--- src/rtl/core/bbfe_pkg.sv ---
package bbfe_pkg;

   localparam int MAX_LEN_DEFAULT = 1024;

   localparam int BYTE_W  = 8;
   localparam int SLOT_W  = 10;
   localparam int EVENT_W = 2;
   localparam int TAG_W   = 3;

   // Balance is never stored below zero, so it is kept unsigned and saturates at all ones.
   localparam int BAL_W = 10;

   localparam int QUEUE_DEPTH = 2;

   localparam int CSR_DATA_W = 32;
   localparam int CSR_ADDR_W = 3;

   localparam logic [CSR_ADDR_W-3:0] REG_SOURCE_TAG = '0;

   localparam logic [BYTE_W-1:0] CHAR_TAB   = 8'h09;
   localparam logic [BYTE_W-1:0] CHAR_CR    = 8'h0d;
   localparam logic [BYTE_W-1:0] CHAR_LF    = 8'h0a;
   localparam logic [BYTE_W-1:0] CHAR_OPEN  = 8'h7b;
   localparam logic [BYTE_W-1:0] CHAR_CLOSE = 8'h7d;

   typedef enum logic [1:0] {
      CLASS_OTHER,
      CLASS_OPEN,
      CLASS_CLOSE
   } brace_class_type;

   typedef enum logic [EVENT_W-1:0] {
      EV_DATA   = 2'd0,
      EV_DONE   = 2'd1,
      EV_REJECT = 2'd2,
      EV_ERROR  = 2'd3
   } event_type;

   typedef struct packed {
      logic [BYTE_W-1:0] data_byte;
      brace_class_type   brace_class;
   } queue_item_type;

endpackage

--- src/rtl/core/bbfe_if.sv ---
interface bbfe_req_if;
   import bbfe_pkg::*;

   logic              valid;
   logic              ready;
   logic [BYTE_W-1:0] data_byte;

   modport source (output valid, output data_byte, input ready);
   modport sink (input valid, input data_byte, output ready);
endinterface

interface bbfe_rsp_if;
   import bbfe_pkg::*;

   logic               valid;
   logic               ready;
   logic [BYTE_W-1:0]  out_byte;
   logic [SLOT_W-1:0]  slot;
   logic [EVENT_W-1:0] event_res;
   logic [TAG_W-1:0]   frame_tag;

   modport source (output valid, output out_byte, output slot, output event_res,
                   output frame_tag, input ready);
   modport sink (input valid, input out_byte, input slot, input event_res,
                 input frame_tag, output ready);
endinterface

--- src/rtl/core/bbfe_front.sv ---
module bbfe_front (
   input  logic                    clock,
   input  logic                    reset,
   bbfe_req_if.sink                req_bus,
   output logic                    push_valid,
   input  logic                    push_ready,
   output bbfe_pkg::queue_item_type push_item
);
   import bbfe_pkg::*;

   logic           front_valid_ff;
   logic           front_valid_in;
   queue_item_type front_item_ff;
   queue_item_type front_item_in;
   logic           req_fire;
   logic           is_space;
   brace_class_type byte_class;

   assign req_bus.ready = !front_valid_ff || push_ready;
   assign req_fire      = req_bus.valid && req_bus.ready;
   assign push_valid    = front_valid_ff;
   assign push_item     = front_item_ff;

   always_comb begin
      is_space = (req_bus.data_byte == CHAR_TAB) || (req_bus.data_byte == CHAR_CR) ||
                 (req_bus.data_byte == CHAR_LF);
      unique case (req_bus.data_byte)
         CHAR_OPEN:  byte_class = CLASS_OPEN;
         CHAR_CLOSE: byte_class = CLASS_CLOSE;
         default:    byte_class = CLASS_OTHER;
      endcase
   end

   always_comb begin
      front_valid_in = front_valid_ff;
      front_item_in  = front_item_ff;
      if (req_fire) begin
         front_valid_in          = !is_space;
         front_item_in.data_byte = req_bus.data_byte;
         front_item_in.brace_class = byte_class;
      end else if (push_valid && push_ready) begin
         front_valid_in = 1'b0;
      end
   end

   always_ff @(posedge clock) begin
      if (reset) begin
         front_valid_ff <= 1'b0;
      end else begin
         front_valid_ff <= front_valid_in;
      end
      front_item_ff <= front_item_in;
   end

endmodule

--- src/rtl/core/bbfe_queue.sv ---
module bbfe_queue (
   input  logic                    clock,
   input  logic                    reset,
   input  logic                    push_valid,
   output logic                    push_ready,
   input  bbfe_pkg::queue_item_type push_item,
   output logic                    pop_valid,
   input  logic                    pop_ready,
   output bbfe_pkg::queue_item_type pop_item
);
   import bbfe_pkg::*;

   localparam int PTR_W = $clog2(QUEUE_DEPTH);
   localparam int CNT_W = $clog2(QUEUE_DEPTH + 1);
   localparam logic [CNT_W-1:0] CNT_FULL = CNT_W'(QUEUE_DEPTH);

   queue_item_type   entry_ff [QUEUE_DEPTH];
   logic [PTR_W-1:0] wr_ptr_ff;
   logic [PTR_W-1:0] wr_ptr_in;
   logic [PTR_W-1:0] rd_ptr_ff;
   logic [PTR_W-1:0] rd_ptr_in;
   logic [CNT_W-1:0] count_ff;
   logic [CNT_W-1:0] count_in;
   logic             push;
   logic             pop;

   assign push_ready = (count_ff != CNT_FULL);
   assign pop_valid  = (count_ff != '0);
   assign pop_item   = entry_ff[rd_ptr_ff];
   assign push       = push_valid && push_ready;
   assign pop        = pop_valid && pop_ready;

   always_comb begin
      wr_ptr_in = push ? wr_ptr_ff + PTR_W'(1) : wr_ptr_ff;
      rd_ptr_in = pop ? rd_ptr_ff + PTR_W'(1) : rd_ptr_ff;
      count_in  = count_ff;
      if (push && !pop) begin
         count_in = count_ff + CNT_W'(1);
      end else if (pop && !push) begin
         count_in = count_ff - CNT_W'(1);
      end
   end

   always_ff @(posedge clock) begin
      if (reset) begin
         wr_ptr_ff <= '0;
         rd_ptr_ff <= '0;
         count_ff  <= '0;
      end else begin
         wr_ptr_ff <= wr_ptr_in;
         rd_ptr_ff <= rd_ptr_in;
         count_ff  <= count_in;
      end
      if (push) begin
         entry_ff[wr_ptr_ff] <= push_item;
      end
   end

endmodule

--- src/rtl/core/bbfe_back.sv ---
module bbfe_back #(
   parameter int MAX_LEN = bbfe_pkg::MAX_LEN_DEFAULT
) (
   input  logic                         clock,
   input  logic                         reset,
   input  logic                         pop_valid,
   output logic                         pop_ready,
   input  bbfe_pkg::queue_item_type     pop_item,
   input  logic [bbfe_pkg::TAG_W-1:0]   source_tag,
   bbfe_rsp_if.source                   rsp_bus
);
   import bbfe_pkg::*;

   localparam int POS_W = $clog2(MAX_LEN - 1);
   localparam logic [POS_W-1:0] POS_LAST = POS_W'(MAX_LEN - 2);
   localparam logic [BAL_W-1:0] BAL_MAX  = '1;

   logic [POS_W-1:0]   pos_ff;
   logic [POS_W-1:0]   pos_in;
   logic [BAL_W-1:0]   bal_ff;
   logic [BAL_W-1:0]   bal_in;
   logic               open_seen_ff;
   logic               open_seen_in;
   logic               start_open_ff;
   logic               start_open_in;

   logic               rsp_valid_ff;
   logic               rsp_valid_in;
   logic [BYTE_W-1:0]  out_byte_ff;
   logic [SLOT_W-1:0]  slot_ff;
   logic [SLOT_W-1:0]  slot_in;
   event_type          event_ff;
   event_type          event_in;
   logic [TAG_W-1:0]   tag_ff;
   logic [TAG_W-1:0]   tag_in;

   logic               pop;
   logic               is_open;
   logic               is_close;
   logic               brace_error;
   logic               frame_end;
   logic [BAL_W-1:0]   bal_step;
   logic               open_seen_step;
   logic               start_open_step;
   logic [POS_W+SLOT_W-1:0] pos_wide;

   assign pop_ready         = !rsp_valid_ff || rsp_bus.ready;
   assign pop               = pop_valid && pop_ready;
   assign rsp_bus.valid     = rsp_valid_ff;
   assign rsp_bus.out_byte  = out_byte_ff;
   assign rsp_bus.slot      = slot_ff;
   assign rsp_bus.event_res = event_ff;
   assign rsp_bus.frame_tag = tag_ff;

   always_comb begin
      is_open  = (pop_item.brace_class == CLASS_OPEN);
      is_close = (pop_item.brace_class == CLASS_CLOSE);
      pos_wide = {{SLOT_W{1'b0}}, pos_ff};
      slot_in  = pos_wide[SLOT_W-1:0];

      bal_step = bal_ff;
      if (is_open && (bal_ff != BAL_MAX)) begin
         bal_step = bal_ff + BAL_W'(1);
      end else if (is_close) begin
         bal_step = bal_ff - BAL_W'(1);
      end
      brace_error     = is_close && (bal_ff == '0);
      open_seen_step  = open_seen_ff || is_open;
      start_open_step = (pos_ff == '0) ? is_open : start_open_ff;
      frame_end       = !brace_error && (bal_step == '0) && open_seen_step;

      event_in = EV_DATA;
      tag_in   = '0;
      if (brace_error) begin
         event_in = EV_ERROR;
      end else if (frame_end) begin
         if (start_open_step) begin
            event_in = EV_DONE;
            tag_in   = source_tag;
         end else begin
            event_in = EV_REJECT;
         end
      end

      if (brace_error || frame_end) begin
         pos_in        = '0;
         bal_in        = '0;
         open_seen_in  = 1'b0;
         start_open_in = 1'b0;
      end else begin
         pos_in        = (pos_ff < POS_LAST) ? pos_ff + POS_W'(1) : pos_ff;
         bal_in        = bal_step;
         open_seen_in  = open_seen_step;
         start_open_in = start_open_step;
      end

      rsp_valid_in = rsp_valid_ff && !rsp_bus.ready;
      if (pop) begin
         rsp_valid_in = 1'b1;
      end
   end

   always_ff @(posedge clock) begin
      if (reset) begin
         pos_ff        <= '0;
         bal_ff        <= '0;
         open_seen_ff  <= 1'b0;
         start_open_ff <= 1'b0;
         rsp_valid_ff  <= 1'b0;
      end else begin
         rsp_valid_ff <= rsp_valid_in;
         if (pop) begin
            pos_ff        <= pos_in;
            bal_ff        <= bal_in;
            open_seen_ff  <= open_seen_in;
            start_open_ff <= start_open_in;
         end
      end
      if (pop) begin
         out_byte_ff <= pop_item.data_byte;
         slot_ff     <= slot_in;
         event_ff    <= event_in;
         tag_ff      <= tag_in;
      end
   end

`ifndef ASSERT_OFF
   a_pos_bound: assert property (@(posedge clock) disable iff (reset)
      pos_ff <= POS_LAST)
      else $error("Write position passed the last slot.");

   a_bal_needs_open: assert property (@(posedge clock) disable iff (reset)
      !open_seen_ff |-> (bal_ff == '0))
      else $error("Brace balance is nonzero with no open brace seen.");

   a_tag_only_done: assert property (@(posedge clock) disable iff (reset)
      rsp_valid_ff && (event_ff != EV_DONE) |-> (tag_ff == '0))
      else $error("Frame tag is set on a request that does not complete a frame.");

   a_clear_on_end: assert property (@(posedge clock) disable iff (reset)
      pop && (event_in != EV_DATA) |=> (pos_ff == '0) && (bal_ff == '0) && !open_seen_ff)
      else $error("Framing state was not cleared after a frame ended.");
`endif

endmodule

--- src/rtl/core/brace_balanced_frame_extractor_core.sv ---
// Channel   Direction  Payload                                   Handshake
// req_bus   in         data_byte[7:0]                            valid/ready
// rsp_bus   out        out_byte[7:0] slot[9:0] event_res[1:0]    valid/ready
//                      frame_tag[2:0]
// csr       in         source_tag at byte address 0              APB, pready high
//
// A request is taken every cycle unless the result side stalls; its result passes in turn through
// the front register, the queue and the output register.
// Tab, CR and LF requests are taken and give no result.
// Reset is synchronous and clears all framing state and the source tag.
// Either side may stall; the two-entry queue and the output register hold requests meanwhile.
module brace_balanced_frame_extractor_core #(
   parameter int MAX_LEN = bbfe_pkg::MAX_LEN_DEFAULT
) (
   input  logic                                clock,
   input  logic                                reset,
   bbfe_req_if.sink                            req_bus,
   bbfe_rsp_if.source                          rsp_bus,
   input  logic                                psel,
   input  logic                                penable,
   input  logic                                pwrite,
   input  logic [bbfe_pkg::CSR_ADDR_W-1:0]     paddr,
   input  logic [bbfe_pkg::CSR_DATA_W-1:0]     pwdata,
   output logic [bbfe_pkg::CSR_DATA_W-1:0]     prdata,
   output logic                                pready
);
   import bbfe_pkg::*;

   logic [TAG_W-1:0] source_tag_ff;
   logic [TAG_W-1:0] source_tag_in;
   logic             reg_hit;
   logic             push_valid;
   logic             push_ready;
   queue_item_type   push_item;
   logic             pop_valid;
   logic             pop_ready;
   queue_item_type   pop_item;

   assign pready  = 1'b1;
   assign reg_hit = (paddr[CSR_ADDR_W-1:2] == REG_SOURCE_TAG);

   always_comb begin
      source_tag_in = source_tag_ff;
      if (psel && penable && pwrite && reg_hit) begin
         source_tag_in = pwdata[TAG_W-1:0];
      end
      prdata = reg_hit ? {{(CSR_DATA_W - TAG_W){1'b0}}, source_tag_ff} : '0;
   end

   always_ff @(posedge clock) begin
      if (reset) begin
         source_tag_ff <= '0;
      end else begin
         source_tag_ff <= source_tag_in;
      end
   end

   bbfe_front u_front (
      .clock      (clock),
      .reset      (reset),
      .req_bus    (req_bus),
      .push_valid (push_valid),
      .push_ready (push_ready),
      .push_item  (push_item)
   );

   bbfe_queue u_queue (
      .clock      (clock),
      .reset      (reset),
      .push_valid (push_valid),
      .push_ready (push_ready),
      .push_item  (push_item),
      .pop_valid  (pop_valid),
      .pop_ready  (pop_ready),
      .pop_item   (pop_item)
   );

   bbfe_back #(
      .MAX_LEN (MAX_LEN)
   ) u_back (
      .clock      (clock),
      .reset      (reset),
      .pop_valid  (pop_valid),
      .pop_ready  (pop_ready),
      .pop_item   (pop_item),
      .source_tag (source_tag_ff),
      .rsp_bus    (rsp_bus)
   );

endmodule

--- src/flat_wrapper.sv ---
// flat-port wrapper written by rule: the top's interface ports become plain ports
module brace_balanced_frame_extractor_core_flat import bbfe_pkg::*;
#(
   parameter int MAX_LEN = bbfe_pkg::MAX_LEN_DEFAULT
)
  (clock, reset, psel, penable, pwrite, paddr, pwdata, prdata, pready, req_bus_valid, req_bus_data_byte, req_bus_ready, rsp_bus_valid, rsp_bus_out_byte, rsp_bus_slot, rsp_bus_event_res, rsp_bus_frame_tag, rsp_bus_ready);
  bbfe_req_if req_bus_i ();
  bbfe_rsp_if rsp_bus_i ();
  input  logic clock;
  input  logic reset;
  input  logic psel;
  input  logic penable;
  input  logic pwrite;
  input  logic [bbfe_pkg::CSR_ADDR_W-1:0] paddr;
  input  logic [bbfe_pkg::CSR_DATA_W-1:0] pwdata;
  output logic [bbfe_pkg::CSR_DATA_W-1:0] prdata;
  output logic pready;
  input wire logic [$bits(req_bus_i.valid)-1:0] req_bus_valid;
  input wire logic [$bits(req_bus_i.data_byte)-1:0] req_bus_data_byte;
  output wire logic [$bits(req_bus_i.ready)-1:0] req_bus_ready;
  output wire logic [$bits(rsp_bus_i.valid)-1:0] rsp_bus_valid;
  output wire logic [$bits(rsp_bus_i.out_byte)-1:0] rsp_bus_out_byte;
  output wire logic [$bits(rsp_bus_i.slot)-1:0] rsp_bus_slot;
  output wire logic [$bits(rsp_bus_i.event_res)-1:0] rsp_bus_event_res;
  output wire logic [$bits(rsp_bus_i.frame_tag)-1:0] rsp_bus_frame_tag;
  input wire logic [$bits(rsp_bus_i.ready)-1:0] rsp_bus_ready;
  assign req_bus_i.valid = req_bus_valid;
  assign req_bus_i.data_byte = req_bus_data_byte;
  assign req_bus_ready = req_bus_i.ready;
  assign rsp_bus_valid = rsp_bus_i.valid;
  assign rsp_bus_out_byte = rsp_bus_i.out_byte;
  assign rsp_bus_slot = rsp_bus_i.slot;
  assign rsp_bus_event_res = rsp_bus_i.event_res;
  assign rsp_bus_frame_tag = rsp_bus_i.frame_tag;
  assign rsp_bus_i.ready = rsp_bus_ready;
  brace_balanced_frame_extractor_core #(.MAX_LEN(MAX_LEN)) u_core (.clock(clock), .reset(reset), .req_bus(req_bus_i), .rsp_bus(rsp_bus_i), .psel(psel), .penable(penable), .pwrite(pwrite), .paddr(paddr), .pwdata(pwdata), .prdata(prdata), .pready(pready));
endmodule
--- config.mk ---
export PLATFORM = sky130hd
export DESIGN_NAME = brace_balanced_frame_extractor_core_flat
export DESIGN_NICKNAME = d
export VERILOG_FILES = /design/src/rtl/core/bbfe_pkg.sv /design/src/rtl/core/bbfe_if.sv /design/src/rtl/core/bbfe_front.sv /design/src/rtl/core/bbfe_queue.sv /design/src/rtl/core/bbfe_back.sv /design/src/rtl/core/brace_balanced_frame_extractor_core.sv /design/src/flat_wrapper.sv
export SDC_FILE = /design/constraint.sdc
export NUM_CORES = 1
export LEC_CHECK = 0
export ABC_AREA = 1
export BUFFER_PORTS_ARGS = -buffer_cell sky130_fd_sc_hd__buf_2
export CAP_MARGIN = 20
export CELL_PAD_IN_SITES_DETAIL_PLACEMENT = 1
export CELL_PAD_IN_SITES_GLOBAL_PLACEMENT = 1
export CORE_ASPECT_RATIO = 1.75
export CORE_MARGIN = 4
export CORE_UTILIZATION = 39
export DETAILED_ROUTE_END_ITERATION = 10
export PLACE_DENSITY_LB_ADDON = 0.1
export SETUP_SLACK_MARGIN = 0.1
export SYNTH_ARGS = -nofsm -noshare
export SYNTH_HDL_FRONTEND = slang
export SYNTH_SLANG_ARGS = --single-unit
export TNS_END_PERCENT = 10
--- constraint.sdc ---
create_clock -name clock -period 2.4 [get_ports clock]
set_clock_uncertainty 0.15 [all_clocks]
set_input_delay 0.12 -clock clock [delete_from_list [all_inputs] [get_ports clock]]
set_output_delay 0.12 -clock clock [all_outputs]
set_load 0.01 [all_outputs]
---- Word level (Yosys, flattened, before mapping) ----
Memories as Yosys holds them, arrays and structs flattened. A register that Yosys moved wholly into a read port is not among the register bits.
Cells that the tools add are included.
operators by class
  add/subtract/negate cells ............... 7
  $lt $le $gt $ge ......................... 1
  equality and inequality tests ........... 9
  multiplexer cells ....................... 21
  bitwise logic cells ..................... 3
  reduce and logical (&&, ||, !) cells .... 35
operators with widths
  cell                     count
  $mux W10                 5
  $logic_not A10 Y1        3
  $eq A8 B4 Y1 const B     3
  $add A10 B1 Y10 const B  2
  $eq A8 B7 Y1 const B     2
  $logic_and A1 B1 Y1      13
  $lt A10 B10 Y1 const B   1
  $mux W1                  10
  $ne A10 B10 Y1 const B   1
  $sub A10 B1 Y10 const B  1
  $mux W2                  4
  $reduce_bool A2 Y1       4
  $logic_not A1 Y1         7
  $logic_or A1 B1 Y1       6
  $pmux W2 S2              1
  $mux W3                  1
  $not A1 Y1               3
  $reduce_or A3 Y1         1
  $add A1 B1 Y1 const B    2
  $add A2 B1 Y2 const B    1
  $eq A2 B1 Y1 const B     1
  $eq A2 B2 Y1 const B     1
  $ne A2 B2 Y1 const B     1
  $reduce_and A2 Y1        1
  $sub A2 B1 Y2 const B    1
word-level totals
  bits in registers ....................... 64
  memory bits (writable) .................. 20
  input bits .............................. 50
  logic and storage cells ................. 93
  memories kept ........................... 1
memory list
  memory                   words  width  rd ports  clocked after memory_dff  write ports  line              text
  u_core.u_queue.entry_ff  2      10     1         1                         1            bbfe_queue.sv:17  queue_item_type entry_ff [QUEUE_DEPTH];

---- Logic depth before layout (Yosys ltp) ----
  depth in word-level cells ............... 9
  depth in mapped cells ................... 19

---- By module ----
A second synthesis with hierarchy kept.
unflattened totals
  cells, all modules ...................... 517
  area, all modules ....................... 4479.3 um^2
by module, submodules not included
  module                               times used  cells each  area each (um^2)  sequential area each (um^2)
  bbfe_back                            1           352         2617.5            1151.1
  bbfe_queue                           1           68          1014.7            700.7
  brace_balanced_frame_extractor_core  1           64          425.4             60.1
  bbfe_front                           1           33          421.7             320.3

---- Least setup slack after synthesis ----
No wires, ideal clock.
  path kind ............................... reg-to-reg
  start ................................... register u_core.u_queue.count_ff[0]
  end ..................................... register u_core.u_back.open_seen_ff
  arrival time ............................ 1922 ps
  data required time ...................... 2087 ps
  path slack .............................. 165 ps
  cell stages (with the launch flop) ...... 6
  path buffers ............................ 1
  period minus slack after synthesis ...... 2235 ps
  cell sequence ........................... dfxtp_1 o21ai_1 clkinv_1 clkbuf_1 o21ai_0 a21oi_1
between the ends
  word-level cells in the longest chain between the ends .. 2
RTL lines
  what                    line              text
  start, declared         bbfe_queue.sv:22  logic [CNT_W-1:0] count_ff;
  start signal, assigned  bbfe_queue.sv:52  count_ff <= count_in;
  $reduce_bool A2 Y1      bbfe_queue.sv:28  assign pop_valid = (count_ff != '0);
  $logic_and A1 B1 Y1     bbfe_back.sv:48   assign pop = pop_valid && pop_ready;
  via u_core.u_back.pop   bbfe_back.sv:37   logic pop;
  end signal, assigned    bbfe_back.sv:115  open_seen_ff <= open_seen_in;
  end, declared           bbfe_back.sv:22   logic open_seen_ff;
The timed path passes the listed nets, and every way through them passes these cells.
A chain may end at the register's enable or synchronous reset.

---- Worst setup path after layout ----
  start ................................... register u_core.u_back.bal_ff[0]
  end ..................................... register u_core.u_back.pos_ff[1]
between the ends
  word-level cells in the longest chain between the ends .. 9
  elaborated cells on any way between the ends .. 16
RTL lines
  what                                               line                              text
  start, declared                                    bbfe_back.sv:20                   logic [BAL_W-1:0] bal_ff;
  start signal, assigned                             bbfe_back.sv:114                  bal_ff <= bal_in;
  $sub A10 B1 Y10 or $ne A10 B10 Y1 (tied branches)  bbfe_back.sv:65, bbfe_back.sv:62
  $mux W10 or $logic_and A1 B1 Y1 (tied branches)    bbfe_back.sv:64, bbfe_back.sv:62
  $mux W10                                           bbfe_back.sv:62                   if (is_open && (bal_ff != BAL_MAX)) begin
  $logic_not A10 Y1                                  bbfe_back.sv:70                   frame_end = !brace_error && (bal_step == '0) && open_seen_step;
  $logic_and A1 B1 Y1 (2 in series)                  bbfe_back.sv:70
  $logic_or A1 B1 Y1 *                               bbfe_back.sv:85                   if (brace_error || frame_end) begin
  $reduce_bool A2 Y1 (no source line)                --
  $reduce_and A2 Y1 (no source line)                 --
  end signal, assigned                               bbfe_back.sv:113                  pos_ff <= pos_in;
  end, declared                                      bbfe_back.sv:18                   logic [POS_W-1:0] pos_ff;
Every way passes the cells marked *; elsewhere a longest branch is shown, timed or not.

==> out/metrics.cfg <==
[clock_network]
cts.sink_count = 85
cts_inserted_buffers = 9
clock_tree.htree_level_count = 3
cts_root_buf = clkbuf_16
cts_tree = yes
clk_pin_slew_ps = 60
clk-insertion-delay-late_ps = 340
clock_tree.buffer_depth = 2

[global_routing]
first_global_vias = 4138
grt_overflow_total = 0
grt_pass1_wl_um = 19780
antenna_violations_before_repair = 0
grt.total_usage_pct = 19.48
grt_max_degree = 42

[sta]
timing.fmax_mhz = 419.7
timing.max_slew.rel_slack_pct = 37.28
worst_slew_pin_slew_ps = 937.4
rsz0062_at_grt = yes
post-route-worst-setup-slack_ps = 17.28
fin_crit_ps = 2383
fin_crit_sh_pct = 99.28
min_hold_slack_ps = 32.29
number_of_pins_exceeding_their_max_slew_limit_in_the_final_report = 0
hold_viol = 0
final_setup_violation_count = 0

[drt]
wire_per_inst_um = 15.78
viasPerCell = 4.917
routed_wl_um = 12290
detail_route.iter0.violations = 85
via_total_after_detailed_routing = 3830
postRouteAntennaNets = 0
remaining_drc_errors = 0
detailedRoute.firstPassIterationCount = 4

[synthesis]
yosysWarningCount = 0
post_synth.cell_area_avg_um2 = 8.448
async_flop_share_pct = 0
synth_seq_cells = 85
synth-main-ff-cell = edfxtp_1
netlist_area_mm2 = 0.004393
syn_inst_count = 520
netlist-cell-type-count = 36
synth_enable_flop_cells = 53
synth_seq_area_share_pct = 50.81

[layout]
finish.net_count = 698
syn2layout_area_growth_pct = 32.24
final_core_utilization_pct = 52.32
antenna_cells_inserted = 0
layout.cells.most_common_list = 120 x nand2_1, 54 x inv_1, 53 x edfxtp_1
layout_commonest_cell = nand2_1
fillers = 1366
multi_input_area_mm2 = 0.001989
layout.area.seq_mm2 = 0.002248
post_route_cells_drive_above_1_share_pct = 30.60

[worst_setup_path]
cp-startpoint = u_core.u_back.bal_ff[0]
critical_path.max_fanout = 8
timing_worst_setup_path_type = reg2reg
worstPathBufferInverterCount = 2
r2r_start = u_core.u_back.bal_ff[0]
crit_required_ps = 2480
critical_path.slowest_cell = dfxtp_4
cp-end-kind = register
timing.critical_path.max_delay_family = simple AND/OR/NAND/NOR gates
critPathMaxStageDelay_ps = 390
reg2reg_slack_ps = 20
worstSetupStartpointType = register
r2r_end = u_core.u_back.pos_ff[1]
cell_chain_critical_path = buf_4 -> nand3_1 -> nor2_1 -> nand4_1 -> nand2_1 -> nand2_1 -> nand2_2 -> nand2_2 -> nor2_4 -> nand3_4 -> nand3_4 -> nand2_8 -> o21ai_1 -> inv_1
crit_arrival_ps = 2470
reg2reg_depth = 14

[pwr]
totalPowerFinal_w = 0.008076
power-per-cell-area_mw_per_mm2 = 1390
vdd_drop_max_v = 0.0007279
leakage_nw = 2.631

[placed_design]
dp_worst_setup_slack_ps = -116.8
place_hpwl_um = 8460
final_weighted_congestion_in_routability_driven_placement = 0.8665
io_buffers = 46

[die]
rows = 51
boundaryPins = 108
design.core.area_mm2 = 0.01110
initial_utilization_pct = 39.57
die_area_mm2 = 0.01309
chipWidth_um = 88.23
floorplan.die.height_um = 148.4

[worst_hold_path]
min_delay_worst_type = in2reg
hold_path_end = u_core.u_back.bal_ff[7]
holdCritStartpoint = reset
hold_depth = 3

[flow_run]
max_cap_viol_count = 0

[status]
outcome = finished, final reports clean

## routing by layer
| layer | part of all wire, % | global-route usage (%) |
|---|---|---|
| met2 | 58 | 37.93 |
| met4 | 2.8 | 7.337 |
| met3 | 2.3 | 3.492 |
| met5 | 0 | 0 |
| met1 | 37 | 19.63 |
## where the power goes
| group | total [W] | internal (W) | switching [W] |
|---|---|---|---|
| clock network | 0.00143 | 0.000820 | 0.000607 |
| registers | 0.00241 | 0.00210 | 0.000307 |
| logic | 0.00424 | 0.00176 | 0.00248 |
## cell type report
cell class	count	share of cell area [%]
Inverter	62	4.135
Tap cell	132	2.843
Multi-Input combinational cell	366	34.25
Clock inverter	7	1.314
Clock buffer	9	3.877
Sequential cell	85	38.70
Timing Repair Buffer	118	14.88
## cell usage after synthesis (5+ instances only)
library cell | number | area (um^2)
buf_4 | 30 | 225.2
dfxtp_1 | 32 | 640.6
edfxtp_1 | 53 | 1592
xor2_1 | 8 | 70.07
nand3_1 | 39 | 195.2
nand4_1 | 7 | 43.79
nand2_1 | 142 | 533.0
ha_1 | 6 | 75.07
o21ai_0 | 15 | 75.07
nand2_2 | 5 | 31.28
nor3_1 | 6 | 30.03
inv_1 | 58 | 217.7
nor2_1 | 49 | 183.9
a21oi_1 | 27 | 135.1
## registers in the layout, indices dropped and copies added, names as in the netlist, 2 cells and up, named ones only
register / cells
u_core.u_back.rsp_bus.out_byte: 8
u_core.u_back.rsp_bus.event_res: 2
u_core.u_back.bal_ff: 10
u_core.u_queue.entry_ff: 20
u_core.u_back.rsp_bus.frame_tag: 3
u_core.source_tag_ff: 3
u_core.u_back.rsp_bus.slot: 10
u_core.u_front.push_item: 10
u_core.u_back.pos_ff: 10
u_core.u_queue.count_ff: 2
## cell families (layout without fill, tap and decap cells)
| group | after synthesis | in the layout | synth area share, % |
|---|---|---|---|
| other cells | 2 | 30 | 0.1710 |
| compound gates | 47 | 47 | 5.497 |
| flops | 85 | 85 | 50.81 |
| fa+ha+maj | 6 | 6 | 1.709 |
| simple gates | 272 | 275 | 28.82 |
| xor+xnor | 8 | 8 | 1.595 |
| buf+inv | 100 | 196 | 11.39 |
## worst max-delay path by stage
stage,to,slack [ps],cells after the start
final,u_core.u_back.pos_ff[1],20,14
after CTS,u_core.u_back.bal_ff[1],60,17
after global placement,u_core.u_back.rsp_bus.frame_tag[2],-30,16
after detailed placement,u_core.u_back.rsp_bus.frame_tag[2],-120,16
after floorplan,u_core.u_back.open_seen_ff,160,5
after global routing,u_core.u_back.pos_ff[2],-140,13
## tightest hold or removal path, delay by kind of cell
family | cells | cell delay (ps)
AO/OA/AOI/OAI | 1 | 40
buffers and inverters | 2 | 320
## through the flow
step | cells | TNS (ps) | area [um^2]
final | 779 | 0 | 5809
after global routing | 779 | -2397 | 5809
after CTS | 777 | 0 | 5723
after detailed placement | 730 | -2162 | 4966
after global placement | 730 | -248.3 | 4966
after floorplan | 548 | 0 | 4498
## timing repair
action | 4_1_cts | 5_1_grt
setup endpoints to repair | 25 | 27
endpoints found under the hold margin | 15 | 0
setup buffers | 15 | 2
hold buffers | 13 | 0
pin swaps | 20 | 17
cloned | 3 | 0
gates resized for setup | 50 | 19
Note: power is estimated with default switching activity, not from simulation.
